### config.mk
export PLATFORM = sky130hd
export DESIGN_NAME = median_ema_moisture_filter
export DESIGN_NICKNAME = d
export VERILOG_FILES = /design/src/rtl/mef_pkg.sv /design/src/rtl/mef_median.sv /design/src/rtl/mef_unit.sv /design/src/rtl/median_ema_moisture_filter.sv
export SDC_FILE = /design/constraint.sdc
export NUM_CORES = 1
export LEC_CHECK = 0
export ABC_AREA = 1
export BUFFER_PORTS_ARGS = -buffer_cell sky130_fd_sc_hd__buf_2
export CAP_MARGIN = 30
export CORE_MARGIN = 1
export CORE_UTILIZATION = 47
export CTS_CLUSTER_DIAMETER = 30
export CTS_CLUSTER_SIZE = 16
export DETAILED_ROUTE_END_ITERATION = 10
export PLACE_DENSITY_LB_ADDON = 0.2
export SLEW_MARGIN = 0
export SYNTH_ARGS = -nofsm -noshare
export SYNTH_HDL_FRONTEND = slang
export SYNTH_HIERARCHICAL = 1
export SYNTH_SLANG_ARGS = --single-unit
export TNS_END_PERCENT = 5
### constraint.sdc
create_clock -name clk -period 6.1 [get_ports clk]
set_input_delay 0.305 -clock clk [delete_from_list [all_inputs] [get_ports clk]]
set_output_delay 0.305 -clock clk [all_outputs]
set_load 0.02 [all_outputs]
### src/rtl/mef_pkg.sv
// Shared constants, codes and control types for the moisture filter.
package mef_pkg;

  // Smoothing weight format: unsigned Q0.16 held in 17 bits so that 1.0 fits.
  localparam int ALPHA_BITS  = 16;
  localparam int WEIGHT_BITS = ALPHA_BITS + 1;
  localparam logic [WEIGHT_BITS-1:0] ALPHA_ONE = WEIGHT_BITS'(1) << ALPHA_BITS;
  localparam logic [WEIGHT_BITS-1:0] WEIGHT_RESET = WEIGHT_BITS'(13107);

  // Percent output.
  localparam int PCT_BITS = 7;
  localparam logic [PCT_BITS-1:0] PCT_MAX = PCT_BITS'(100);
  // Scale factor 100 left-aligned in the multiplier operand, walked MSB first.
  localparam int PCT_MUL_STEPS = 7;
  localparam logic [WEIGHT_BITS-1:0] PCT_SCALE_ALIGNED =
    WEIGHT_BITS'(100) << (WEIGHT_BITS - PCT_MUL_STEPS);

  // Configuration register indexes.
  localparam int CFG_IDX_W = 8;
  localparam logic [CFG_IDX_W-1:0] REG_DRY_POINT = CFG_IDX_W'(0);
  localparam logic [CFG_IDX_W-1:0] REG_WET_POINT = CFG_IDX_W'(1);
  localparam logic [CFG_IDX_W-1:0] REG_WEIGHT    = CFG_IDX_W'(2);

  // Calibration reset points.
  localparam int DRY_RESET = 505;
  localparam int WET_RESET = 205;

  // Shared unit operations.
  localparam logic OP_MUL = 1'b0;
  localparam logic OP_DIV = 1'b1;

  localparam int STEP_W = 5;

  typedef struct packed {
    logic              start;
    logic              op;
    logic [STEP_W-1:0] steps;
  } mef_ctl_t;

endpackage

### src/rtl/mef_median.sv
// Sample window storage and rank-based median search, one candidate per cycle.
module mef_median import mef_pkg::*; #(
  parameter int WINDOW      = 5,
  parameter int SAMPLE_BITS = 12
) (
  input  logic                       clk,
  input  logic                       rst_n,
  input  logic                       wr_en,
  input  logic [$clog2(WINDOW)-1:0]  wr_slot,
  input  logic [SAMPLE_BITS-1:0]     wr_data,
  input  logic                       start,
  output logic                       done,
  output logic [SAMPLE_BITS-1:0]     median
);

  localparam int SLOT_W = $clog2(WINDOW);
  localparam int RANK_W = $clog2(WINDOW + 1);
  localparam int HALF   = WINDOW / 2;

  logic [SAMPLE_BITS-1:0] win_r [WINDOW];
  logic [SLOT_W-1:0]      idx_r;
  logic                   busy_r;
  logic                   done_r;
  logic [SAMPLE_BITS-1:0] med_r;

  logic [SAMPLE_BITS-1:0] cand;
  logic [RANK_W-1:0]      n_less;
  logic [RANK_W-1:0]      n_leq;
  logic                   hit;

  // Candidate is the median when at most HALF entries are below it and more
  // than HALF are at or below it.
  always_comb begin
    cand   = win_r[idx_r];
    n_less = '0;
    n_leq  = '0;
    for (int j = 0; j < WINDOW; j++) begin
      n_less = n_less + RANK_W'(win_r[j] < cand);
      n_leq  = n_leq + RANK_W'(win_r[j] <= cand);
    end
    hit = (n_less <= RANK_W'(HALF)) && (n_leq > RANK_W'(HALF));
  end

  always_ff @(posedge clk) begin
    if (wr_en) begin
      win_r[wr_slot] <= wr_data;
    end
    if (busy_r && hit) begin
      med_r <= cand;
    end
  end

  always_ff @(posedge clk) begin
    if (!rst_n) begin
      busy_r <= 1'b0;
      done_r <= 1'b0;
      idx_r  <= '0;
    end else begin
      done_r <= 1'b0;
      if (start) begin
        busy_r <= 1'b1;
        idx_r  <= '0;
      end else if (busy_r) begin
        if (hit) begin
          busy_r <= 1'b0;
          done_r <= 1'b1;
        end else begin
          idx_r <= idx_r + SLOT_W'(1);
        end
      end
    end
  end

  assign done   = done_r;
  assign median = med_r;

endmodule

### src/rtl/mef_unit.sv
// Shared bit-serial unit: shift-add multiply and restoring divide.
module mef_unit import mef_pkg::*; #(
  parameter int OPND_W      = 29,
  parameter int SAMPLE_BITS = 12
) (
  input  logic                          clk,
  input  logic                          rst_n,
  input  mef_ctl_t                      ctl,
  input  logic [OPND_W-1:0]             opnd_a,
  input  logic [WEIGHT_BITS-1:0]        opnd_b,
  input  logic [SAMPLE_BITS-1:0]        divisor,
  output logic                          done,
  output logic [OPND_W+WEIGHT_BITS-1:0] result
);

  localparam int PW = OPND_W + WEIGHT_BITS;
  localparam int NW = SAMPLE_BITS + PCT_MUL_STEPS;

  logic              busy_r;
  logic              done_r;
  logic              op_r;
  logic [STEP_W-1:0] cnt_r;
  logic [OPND_W-1:0] a_r;
  logic [WEIGHT_BITS-1:0] b_r;
  logic [PW-1:0]     acc_r;
  logic [SAMPLE_BITS-1:0] rem_r;

  logic [PW-1:0]          a_ext;
  logic [SAMPLE_BITS:0]   shifted;
  logic [SAMPLE_BITS+1:0] trial;
  logic                   qbit;

  always_comb begin
    a_ext   = {{(PW - OPND_W){a_r[OPND_W-1]}}, a_r};
    shifted = {rem_r, acc_r[NW-1]};
    trial   = {1'b0, shifted} - {2'b00, divisor};
    qbit    = ~trial[SAMPLE_BITS+1];
  end

  always_ff @(posedge clk) begin
    if (ctl.start) begin
      a_r   <= opnd_a;
      b_r   <= opnd_b;
      acc_r <= (ctl.op == OP_DIV) ? PW'(opnd_a) : '0;
      rem_r <= '0;
    end else if (busy_r) begin
      case (op_r)
        OP_MUL: begin
          acc_r <= {acc_r[PW-2:0], 1'b0} + (b_r[WEIGHT_BITS-1] ? a_ext : '0);
          b_r   <= {b_r[WEIGHT_BITS-2:0], 1'b0};
        end
        OP_DIV: begin
          acc_r <= {acc_r[PW-2:0], qbit};
          rem_r <= qbit ? trial[SAMPLE_BITS-1:0] : shifted[SAMPLE_BITS-1:0];
        end
        default: begin
          acc_r <= acc_r;
        end
      endcase
    end
  end

  always_ff @(posedge clk) begin
    if (!rst_n) begin
      busy_r <= 1'b0;
      done_r <= 1'b0;
      op_r   <= OP_MUL;
      cnt_r  <= '0;
    end else begin
      done_r <= 1'b0;
      if (ctl.start) begin
        busy_r <= 1'b1;
        op_r   <= ctl.op;
        cnt_r  <= ctl.steps;
      end else if (busy_r) begin
        cnt_r <= cnt_r - STEP_W'(1);
        if (cnt_r == STEP_W'(1)) begin
          busy_r <= 1'b0;
          done_r <= 1'b1;
        end
      end
    end
  end

  assign done   = done_r;
  assign result = acc_r;

endmodule

### src/rtl/median_ema_moisture_filter.sv
// Path, accept to out_valid: during window fill the sample goes straight to the percent steps;
// once full: median search over up to WINDOW candidates, 17-step weight multiply, 7-step
// scale multiply, SAMPLE_BITS + 7 step divide; a zero percent skips both of the last two.
// Throughput: one request at a time; the next is taken only back in idle, after the result
// is in the output register, so any result stall holds it up; the arithmetic unit is shared.
// Reset (rst_n low, synchronous): window empty, average zero, calibration 505/205, weight 13107.
module median_ema_moisture_filter import mef_pkg::*; #(
  parameter int WINDOW      = 5,
  parameter int SAMPLE_BITS = 12,
  parameter int FRAC_BITS   = 16
) (
  input  logic                   clk,
  input  logic                   rst_n,
  // Request channel
  input  logic                   in_valid,
  output logic                   in_ready,
  input  logic [SAMPLE_BITS-1:0] in_raw_sample,
  // Result channel
  output logic                   out_valid,
  input  logic                   out_ready,
  output logic [SAMPLE_BITS-1:0] out_smoothed_level,
  output logic [PCT_BITS-1:0]    out_moisture_percent,
  // Configuration writes
  input  logic                   cfg_wr_en,
  input  logic [CFG_IDX_W-1:0]   cfg_index,
  input  logic [WEIGHT_BITS-1:0] cfg_wdata
);

  localparam int SLOT_W = $clog2(WINDOW);
  localparam int AVG_W  = SAMPLE_BITS + FRAC_BITS;   // unsigned Q(S).F average
  localparam int DW     = AVG_W + 1;                 // signed median - average
  localparam int PW     = DW + WEIGHT_BITS;
  localparam int NW     = SAMPLE_BITS + PCT_MUL_STEPS; // |level - dry| * 100

  // Sequencer states
  localparam logic [2:0] ST_IDLE   = 3'd0;
  localparam logic [2:0] ST_MEDIAN = 3'd1;
  localparam logic [2:0] ST_EMA    = 3'd2;
  localparam logic [2:0] ST_PSETUP = 3'd3;
  localparam logic [2:0] ST_PMUL   = 3'd4;
  localparam logic [2:0] ST_PDIV   = 3'd5;
  localparam logic [2:0] ST_OUT    = 3'd6;

  // Configuration
  logic [SAMPLE_BITS-1:0] dry_r;
  logic [SAMPLE_BITS-1:0] wet_r;
  logic [WEIGHT_BITS-1:0] weight_r;

  // Control state
  logic [2:0]        state_r, state_nxt;
  logic [SLOT_W-1:0] slot_r, slot_nxt;
  logic              full_r, full_nxt;
  logic [AVG_W-1:0]  avg_r, avg_nxt;
  logic              out_valid_r, out_valid_nxt;

  // Working payload
  logic [SAMPLE_BITS-1:0] level_r, level_nxt;
  logic [SAMPLE_BITS-1:0] den_r, den_nxt;
  logic [PCT_BITS-1:0]    pct_r, pct_nxt;
  logic [SAMPLE_BITS-1:0] out_level_r, out_level_nxt;
  logic [PCT_BITS-1:0]    out_pct_r, out_pct_nxt;

  // Submodule hookup
  logic                   win_we;
  logic                   med_start;
  logic                   med_done;
  logic [SAMPLE_BITS-1:0] med_value;
  mef_ctl_t               unit_ctl;
  logic [DW-1:0]          unit_a;
  logic [WEIGHT_BITS-1:0] unit_b;
  logic                   unit_done;
  logic [PW-1:0]          unit_result;

  // Datapath helpers
  logic                   full_now;
  logic [WEIGHT_BITS-1:0] weight_sat;
  logic [DW-1:0]          ema_diff;
  logic [AVG_W-1:0]       avg_upd;
  logic                   diff_neg;
  logic                   den_neg;
  logic [SAMPLE_BITS-1:0] abs_diff;
  logic [SAMPLE_BITS-1:0] abs_den;
  logic [NW-1:0]          quot;

  mef_median #(
    .WINDOW      (WINDOW),
    .SAMPLE_BITS (SAMPLE_BITS)
  ) u_median (
    .clk     (clk),
    .rst_n   (rst_n),
    .wr_en   (win_we),
    .wr_slot (slot_r),
    .wr_data (in_raw_sample),
    .start   (med_start),
    .done    (med_done),
    .median  (med_value)
  );

  mef_unit #(
    .OPND_W      (DW),
    .SAMPLE_BITS (SAMPLE_BITS)
  ) u_unit (
    .clk     (clk),
    .rst_n   (rst_n),
    .ctl     (unit_ctl),
    .opnd_a  (unit_a),
    .opnd_b  (unit_b),
    .divisor (den_r),
    .done    (unit_done),
    .result  (unit_result)
  );

  always_comb begin
    // Weights above one saturate to exactly one.
    weight_sat = (weight_r > ALPHA_ONE) ? ALPHA_ONE : weight_r;
    // avg' = avg + floor(w * (median - avg) / 2^16), equal to the weighted blend.
    ema_diff = {1'b0, med_value, {FRAC_BITS{1'b0}}} - {1'b0, avg_r};
    avg_upd  = avg_r + unit_result[ALPHA_BITS +: AVG_W];
    // Calibration signs and magnitudes; the quotient is positive only when
    // level - dry and wet - dry share a sign.
    diff_neg = level_r < dry_r;
    den_neg  = wet_r < dry_r;
    abs_diff = diff_neg ? (dry_r - level_r) : (level_r - dry_r);
    abs_den  = den_neg ? (dry_r - wet_r) : (wet_r - dry_r);
    quot     = unit_result[NW-1:0];
    full_now = full_r | (slot_r == SLOT_W'(WINDOW - 1));
  end

  // Sequencer
  always_comb begin
    state_nxt     = state_r;
    slot_nxt      = slot_r;
    full_nxt      = full_r;
    avg_nxt       = avg_r;
    level_nxt     = level_r;
    den_nxt       = den_r;
    pct_nxt       = pct_r;
    out_level_nxt = out_level_r;
    out_pct_nxt   = out_pct_r;
    out_valid_nxt = out_valid_r & ~out_ready;
    win_we        = 1'b0;
    med_start     = 1'b0;
    unit_ctl      = '0;
    unit_a        = '0;
    unit_b        = '0;
    in_ready      = (state_r == ST_IDLE);

    case (state_r)
      ST_IDLE: begin
        if (in_valid) begin
          // Store the sample and advance the circular write slot.
          win_we   = 1'b1;
          slot_nxt = (slot_r == SLOT_W'(WINDOW - 1)) ? '0 : slot_r + SLOT_W'(1);
          full_nxt = full_now;
          if (full_now) begin
            med_start = 1'b1;
            state_nxt = ST_MEDIAN;
          end else begin
            // Fill phase: pass the sample through and seed the average.
            avg_nxt   = {in_raw_sample, {FRAC_BITS{1'b0}}};
            level_nxt = in_raw_sample;
            state_nxt = ST_PSETUP;
          end
        end
      end
      ST_MEDIAN: begin
        if (med_done) begin
          unit_ctl.start = 1'b1;
          unit_ctl.op    = OP_MUL;
          unit_ctl.steps = STEP_W'(WEIGHT_BITS);
          unit_a         = ema_diff;
          unit_b         = weight_sat;
          state_nxt      = ST_EMA;
        end
      end
      ST_EMA: begin
        if (unit_done) begin
          avg_nxt   = avg_upd;
          level_nxt = avg_upd[AVG_W-1:FRAC_BITS];
          state_nxt = ST_PSETUP;
        end
      end
      ST_PSETUP: begin
        // Equal points, a level on the dry point, or a negative ratio give 0.
        if ((dry_r == wet_r) || (level_r == dry_r) || (diff_neg != den_neg)) begin
          pct_nxt   = '0;
          state_nxt = ST_OUT;
        end else begin
          unit_ctl.start = 1'b1;
          unit_ctl.op    = OP_MUL;
          unit_ctl.steps = STEP_W'(PCT_MUL_STEPS);
          unit_a         = DW'(abs_diff);
          unit_b         = PCT_SCALE_ALIGNED;
          den_nxt        = abs_den;
          state_nxt      = ST_PMUL;
        end
      end
      ST_PMUL: begin
        if (unit_done) begin
          unit_ctl.start = 1'b1;
          unit_ctl.op    = OP_DIV;
          unit_ctl.steps = STEP_W'(NW);
          unit_a         = DW'(unit_result[NW-1:0]);
          state_nxt      = ST_PDIV;
        end
      end
      ST_PDIV: begin
        if (unit_done) begin
          // Clamp to 100 percent.
          pct_nxt   = (quot > NW'(PCT_MAX)) ? PCT_MAX : quot[PCT_BITS-1:0];
          state_nxt = ST_OUT;
        end
      end
      ST_OUT: begin
        // Hold until the output register is free, then hand the result over.
        if (!out_valid_r || out_ready) begin
          out_valid_nxt = 1'b1;
          out_level_nxt = level_r;
          out_pct_nxt   = pct_r;
          state_nxt     = ST_IDLE;
        end
      end
      default: begin
        state_nxt = ST_IDLE;
      end
    endcase
  end

  // Control and configuration registers
  always_ff @(posedge clk) begin
    if (!rst_n) begin
      state_r     <= ST_IDLE;
      slot_r      <= '0;
      full_r      <= 1'b0;
      avg_r       <= '0;
      out_valid_r <= 1'b0;
      dry_r       <= SAMPLE_BITS'(DRY_RESET);
      wet_r       <= SAMPLE_BITS'(WET_RESET);
      weight_r    <= WEIGHT_RESET;
    end else begin
      state_r     <= state_nxt;
      slot_r      <= slot_nxt;
      full_r      <= full_nxt;
      avg_r       <= avg_nxt;
      out_valid_r <= out_valid_nxt;
      if (cfg_wr_en) begin
        case (cfg_index)
          REG_DRY_POINT: dry_r    <= cfg_wdata[SAMPLE_BITS-1:0];
          REG_WET_POINT: wet_r    <= cfg_wdata[SAMPLE_BITS-1:0];
          REG_WEIGHT:    weight_r <= cfg_wdata;
          default: begin
            // Drop writes beyond the register list.
          end
        endcase
      end
    end
  end

  // Payload registers
  always_ff @(posedge clk) begin
    level_r     <= level_nxt;
    den_r       <= den_nxt;
    pct_r       <= pct_nxt;
    out_level_r <= out_level_nxt;
    out_pct_r   <= out_pct_nxt;
  end

  assign out_valid            = out_valid_r;
  assign out_smoothed_level   = out_level_r;
  assign out_moisture_percent = out_pct_r;

endmodule

==> impl_results.md, run 1 <==
- Status: completed
- First-pass GRT wire length: approximately 120 mm
- Max IR drop VDD: around 0.00027 V
- Core area: between 50,000 and 60,000 sq um
- Root Buffer Master: clkbuf_16
- Crit path time final: roughly 5.3 ns
- Die X: approximately 230 um
- WHS Endpoint: weight_r[3]$_SDFFE_PN0P_
- Worst hold path stage count: 3
- CP required: ~6.4 ns
- CTS tree: built
- Initial antenna violation count: 1
- CP max stage delay: between 0.5 and 0.6 ns
- CP max FO: 49
- Initial Util: 47.48%
- Vias per inst: about 5.3
- Slew margin rel.: between 30 and 40%
- Routed wire per std cell: around 18 um
- Worst path top cell family by delay: adder cells
- Largest net degree at the start of global routing: 50
- IO buf count: between 60 and 70
- Diode count: 0
- Slowest stage cell, crit path: o21ai_0
- Clock Skew: approximately 0.047 ns
- GRT Total Usage: 28.29%
- DRC Markers: 0
- DR iter-0 viols: between 1,500 and 2,000
- Min-Delay Path Class: in -> reg
- TritonRoute pass-1 iters: 6
- Crit path launch type: flip-flop
- Fill cell total of the finished layout: a little over 5,000
- Max clock buf depth: 3
- P per Cell Area: approximately 390 nW/um^2
- Mean Syn Cell Area: about 7.4 sq um
- Die area: 54,010 sq um
- Gp weighted congestion: around 0.97
- Most frequent cell on the critical path: nor2_1
- Total Wirelength: approximately 76 mm
- Critical Path End Type: flip-flop
- Clock latency on the worst-skew pair: ~0.63 ns
- Cells on worst reg2reg path: 20
- Setup tns final: 0 ns
- H-tree depth: 3
- Worst Tran Pin Value: roughly 1 ns
- Hold Path Origin: cfg_wdata[3]
- Final Hold Viols: 0
- Synth warnings: 6
- Fin nets: approximately 3,700
- Max Slew Vio Count: 0
- Vias: 22,650
- Mapped cell area: 24,950 sq um
- RSZ-0062 raised after global routing: false
- Die Y-Extent: roughly 230 um
- Antenna viol nets, final: 0
- R2R Path End: u_median/median[6]$_DFFE_PP_
- Post-Synthesis Cells: 3,386
- Dpl hpwl: just under 60 mm
- Crit share post-route: 86.70%
- Finish-stage setup viols: 0
- GR Overflow Total: 0
- Syn nets: approximately 3,600
- Fin util: a little under three fifths
- Rows: 84
- Hold Slack: 0.01846 ns
- Reg clk slew, reported paths: around 0.05 ns
- CP Cell Sequence: inv_2 > o21ai_0 > o22ai_1 > o21ai_0 > ha_1 > a21o_1 > nor2_1 > nand2_1 > nor2_1 > nor2_1 > fa_1 > inv_1 > fa_1 > ha_1 > nand3_1 > nand2_1 > inv_1 > nand2_1 > nor2_1 > buf_4
- Number of global-route vias before repair: 20,800
- CP bufs+invs: 4
- Fmax: 189.1 MHz
- Reg-to-reg setup timing slack: approximately 0.8 ns
- Layout cells sized above 1: just under 9%
- # Post-CTS Setup Buffers: 0
- Leak: 13.70 nW
- I/O Pins: 63
- CP arrival: ~5.6 ns
- Area Growth Syn to Fin: 16.22%
- Cts bufs inserted: 82
- Max Cap Violations: 0
- CTS Sinks: approximately 350
- Critical path class: reg -> reg
[tightest hold or removal path: cells and delay by family]
kind | cells | cell delay, ns
buf+inv | 2 | 0.15
compound gates | 1 | 0.15
[cells in the final DEF (no fill, tap or decap), types with 18 or more instances in the layout]
| cell | n |
|---|---|
| o211ai_1 | 29 |
| nand4_1 | 26 |
| xor2_1 | 32 |
| nand3_1 | 203 |
| nand2_1 | 930 |
| inv_1 | 453 |
| ha_1 | 194 |
| a21oi_1 | 236 |
| xnor2_1 | 18 |
| nor2_1 | 347 |
| buf_4 | 24 |
| buf_2 | 62 |
| edfxtp_1 | 248 |
| dfxtp_1 | 105 |
| o21ai_1 | 41 |
| clkbuf_16 | 86 |
| o21ai_0 | 193 |
| o21bai_1 | 20 |
| nor2_2 | 21 |
[per-stage QoR]
| stage | instances | worst slack [ns] | power, mW | cell area (sq um) |
|---|---|---|---|---|
| 2_1_floorplan | 3386 | 1.540 | 5.576 | 24950 |
| 5_1_grt | 4243 | 0.4645 | 11.77 | 29000 |
| 4_1_cts | 4243 | 0.8167 | 11.19 | 29000 |
| 6_report | 4243 | 0.8111 | 11.17 | 29000 |
| 3_3_place_gp | 4075 | 0.9849 | 6.588 | 25900 |
| 3_5_place_dp | 4077 | 0.8211 | 6.595 | 25920 |
[repair_timing]
action | 4_1_cts | 5_1_grt
endpoints found under the hold margin | 34 | 0
hold buffers | 16 | 0
resized for setup | 0 | 0
[report_power, final]
| part | internal, mW | total, mW | switching [mW] |
|---|---|---|---|
| Sequential | 2.90 | 3.12 | 0.223 |
| Clock | 3.07 | 4.53 | 1.46 |
| Combinational | 1.10 | 3.51 | 2.42 |
[sequential cells by signal, summed over array words and instances, names as in the netlist, 17 cells and up, named ones only]
signal	flops
u_median/win_r	96
u_unit/result	44
u_unit/a_r	29
avg_r	28
u_unit/b_r	17
weight_r	17
[worst max path at each step]
stage / startpoint / end / slack [ns] / cells past startpoint
2_1_floorplan: flip-flop / u_median/median[0]$_DFFE_PP_ / 1.54 / 20
3_3_place_gp: flip-flop / u_median/median[5]$_DFFE_PP_ / 0.98 / 20
3_5_place_dp: flip-flop / u_median/median[4]$_DFFE_PP_ / 0.82 / 20
4_1_cts: flip-flop / u_median/median[8]$_DFFE_PP_ / 0.82 / 20
5_1_grt: flip-flop / u_median/median[8]$_DFFE_PP_ / 0.46 / 20
6_report: flip-flop / u_median/median[6]$_DFFE_PP_ / 0.81 / 20
[layout make-up]
class / instances / area [sq um] / area share, %
multi-input combinational: 2475 / 13210 / 45.56
sequential: 353 / 9549 / 32.93
clock buffer: 99 / 2251 / 7.763
inverter: 473 / 1780 / 6.140
tap: 688 / 860.8 / 2.969
timing repair buffer: 104 / 681.9 / 2.352
clock inverter: 51 / 661.9 / 2.283
[routing by layer]
layer  routed length (um)  track usage (%)
met1                35350            39.90
met3                 5512            4.301
met4                 2051            10.22
met5                    0                0
met2                33430            43.70
Power figures use the tool's default switching activity.
==> inputs of run 2 (changes only) <==
ABC_AREA = not set   (was 1)
CORE_MARGIN = not set   (was 1)
==> impl_results.md, run 2 <==
- Status: completed
- Commonest cells after routing, fill and taps aside: edfxtp_1, nand2_1, ha_1
- Max Slew Vio Count: 0 (unchanged)
- Rows: 80 (-4.8%)
- Net switching power: 2.308 mW (-44%)
- Vias per inst: 5.892 (+10%)
- Mapped cell area: 22,950 sq um (-8.0%)
- Clock share of power: 50.8% (+10 points)
- Total Wirelength: 63.35 mm (-17%)
- CP required: 6.39 ns (-0.02 ns)
- Core area: 47,950 sq um (-8.8%)
- TritonRoute pass-1 iters: 5 (-1)
- Crit path launch type: flip-flop
- Leak: 10.82 nW (-21%)
- Area Growth Syn to Fin: 16.41%
- Fmax: 180.6 MHz (-4.5%)
- Fin nets: 2,673 (-28%)
- Setup tns final: 0 ns (unchanged)
- Reg power frac: 34.0% (+6.0 points)
- GR Overflow Total: 0 (unchanged)
- Post-Synthesis Cells: 2,327 (-31%)
- DR iter-0 viols: 1,416 (-22%)
- Die X: 223.0 um (-4.0%)
- Layout cells sized above 1: 13.01% (+4.2 points)
- CTS tree: built
- Cts bufs inserted: 77 (-6.1%)
- Initial antenna violation count: 0 (-1)
- Slew margin rel.: 34.08% (+1.2 points)
- Crit path time final: 5.538 ns (+0.2492 ns)
- Max IR drop VDD: 0.0003119 V (+14%)
- Clock Skew: 0.03279 ns (-0.01434 ns)
- IO buf count: 62 (unchanged)
- Fill cell total of the finished layout: 4,135 (-18%)
- Synth warnings: 6 (unchanged)
- CP Cell Sequence: buf_12 > mux4_2 > mux2i_1 > ha_1 > a21oi_1 > nand2_1 > a2111oi_1 > a31oi_1 > fa_1 > inv_1 > fa_1 > ha_1 > a221o_1 > nor2_1 > buf_4
- Dpl hpwl: 45.96 mm (-21%)
- Clock latency on the worst-skew pair: 0.62 ns (about the same)
- Root Buffer Master: clkbuf_16
- Critical Path End Type: flip-flop
- Crit share post-route: 90.79% (+4.1 points)
- Hold Path Origin: cfg_wdata[8]
- Finish-stage setup viols: 0 (unchanged)
- Slowest stage cell, crit path: a2111oi_1
- Power Total: 8.177 mW (-27%)
- First-pass GRT wire length: 99.81 mm (-15%)
- Worst Tran Pin Value: 0.9888 ns (-0.01455 ns)
- CP max stage delay: 0.68 ns (+0.10 ns)
- CP max FO: 22 (-55%)
- # Post-CTS Setup Buffers: 0 (unchanged)
- Largest net degree at the start of global routing: 52 (+4.0%)
- Area occupied by multi-input gates: 12,430 sq um (-5.9%)
- Max FFs per register: 96 (unchanged)
- Hold Slack: 0.03202 ns (+0.01356 ns)
- Fin util: 55.73% (+0.55 points)
- Syn nets: 2,574 (-29%)
- RSZ-0062 raised after global routing: false
- P per Cell Area: 306.0 nW/um^2 (-21%)
- Logic pwr share: 15.2% (-16 points)
- CP arrival: 5.82 ns (+0.23 ns)
- Final Hold Viols: 0 (unchanged)
- GRT Total Usage: 25.58% (-2.7 points)
- Number of global-route vias before repair: 17,830 (-14%)
- CTS Sinks: 353 (unchanged)
- Min-Delay Path Class: in -> reg
- Gp weighted congestion: 0.9204 (-5.3%)
- Max Cap Violations: 0 (unchanged)
- Die Y-Extent: 223.0 um (-4.0%)
- Initial Util: 47.87% (+0.39 points)
- Critical path class: reg -> reg
- P_int: 5.869 mW (-17%)
- Switching Share: 28.23% (-8.5 points)
- I/O Pins: 63 (unchanged)
- Reg clk slew, reported paths: 0.05 ns (about the same)
- Die area: 49,720 sq um (-7.9%)
- Reg area: 9549 sq um (unchanged)
- Reg with most FFs: u_median/win_r
- Mean Syn Cell Area: 9.864 sq um (+34%)
- Vias: 18,310 (-19%)
- Most common cell after layout, fill and taps aside: edfxtp_1
- Antenna viol nets, final: 0 (unchanged)
- Routed wire per std cell: 20.39 um (+13%)
- DRC Markers: 0 (unchanged)
- Max clock buf depth: 3 (unchanged)
- H-tree depth: 3 (unchanged)
## run 2: per-layer routing
metal | track usage (%) | routed length, um | vias up
met2 | 40.84 | 29230 | 556
met1 | 35.85 | 29450 | 8870
met3 | 3.358 | 3322 | 100
li1 | - | - | 8780
met4 | 8.454 | 1348 | 0
met5 | 0 | 0 | -
## run 2: layout make-up
type,instances,area share [%]
clock inverter,49,2.163
tap,615,2.880
antenna,1,0.009365
multi-input combinational,1734,46.51
inverter,142,1.995
clock buffer,95,7.652
timing repair buffer,118,3.053
sequential,353,35.74
## run 2: path summary, 6_finish.rpt
check             slack (ns)                                 to  cells after the start
setup reg to reg        0.56       u_median/median[3]$_DFFE_PP_                     15
hold / removal          0.03           weight_r[8]$_SDFFE_PN1P_                      3
setup / recovery        0.56       u_median/median[3]$_DFFE_PP_                     15
hold reg to reg         0.42  out_moisture_percent[6]$_DFFE_PP_                      0
## run 2: power by group through the flow
stage	Combinational [mW]	Clock (mW)	Sequential (mW)
after floorplan	0.911	0	2.77
after global placement	1.19	0	2.82
after detailed placement	1.21	0	2.82
after CTS	1.23	4.22	2.78
after global routing	1.37	4.34	2.78
final	1.24	4.16	2.78
## run 2: timing repair
| action | CTS | global route |
|---|---|---|
| gates resized for setup | 0 | 1 |
| setup endpoints to repair | 0 | 5 |
| hold buffers | 16 | 0 |
| hold endpoints to repair | 34 | 0 |
## run 2: worst max-delay path, delay by kind of cell (launching register included)
family                     cells  cell delay [ns]
buffers and inverters          3             0.50
adders and majority gates      4             1.68
AOI/OAI and AO/OA              4             1.37
muxes                          2             1.04
and+or+nand+nor                2             0.19
DFF                            1             0.44
## run 2: through the flow
stage / worst slack (ns) / cells / cell area [sq um]
final: 0.5620 / 3107 / 26720
after global routing: 0.1844 / 3106 / 26720
after CTS: 0.2980 / 3106 / 26720
after detailed placement: 0.3598 / 2946 / 23930
after global placement: 0.4180 / 2945 / 23910
after floorplan: 0.4911 / 2327 / 22950
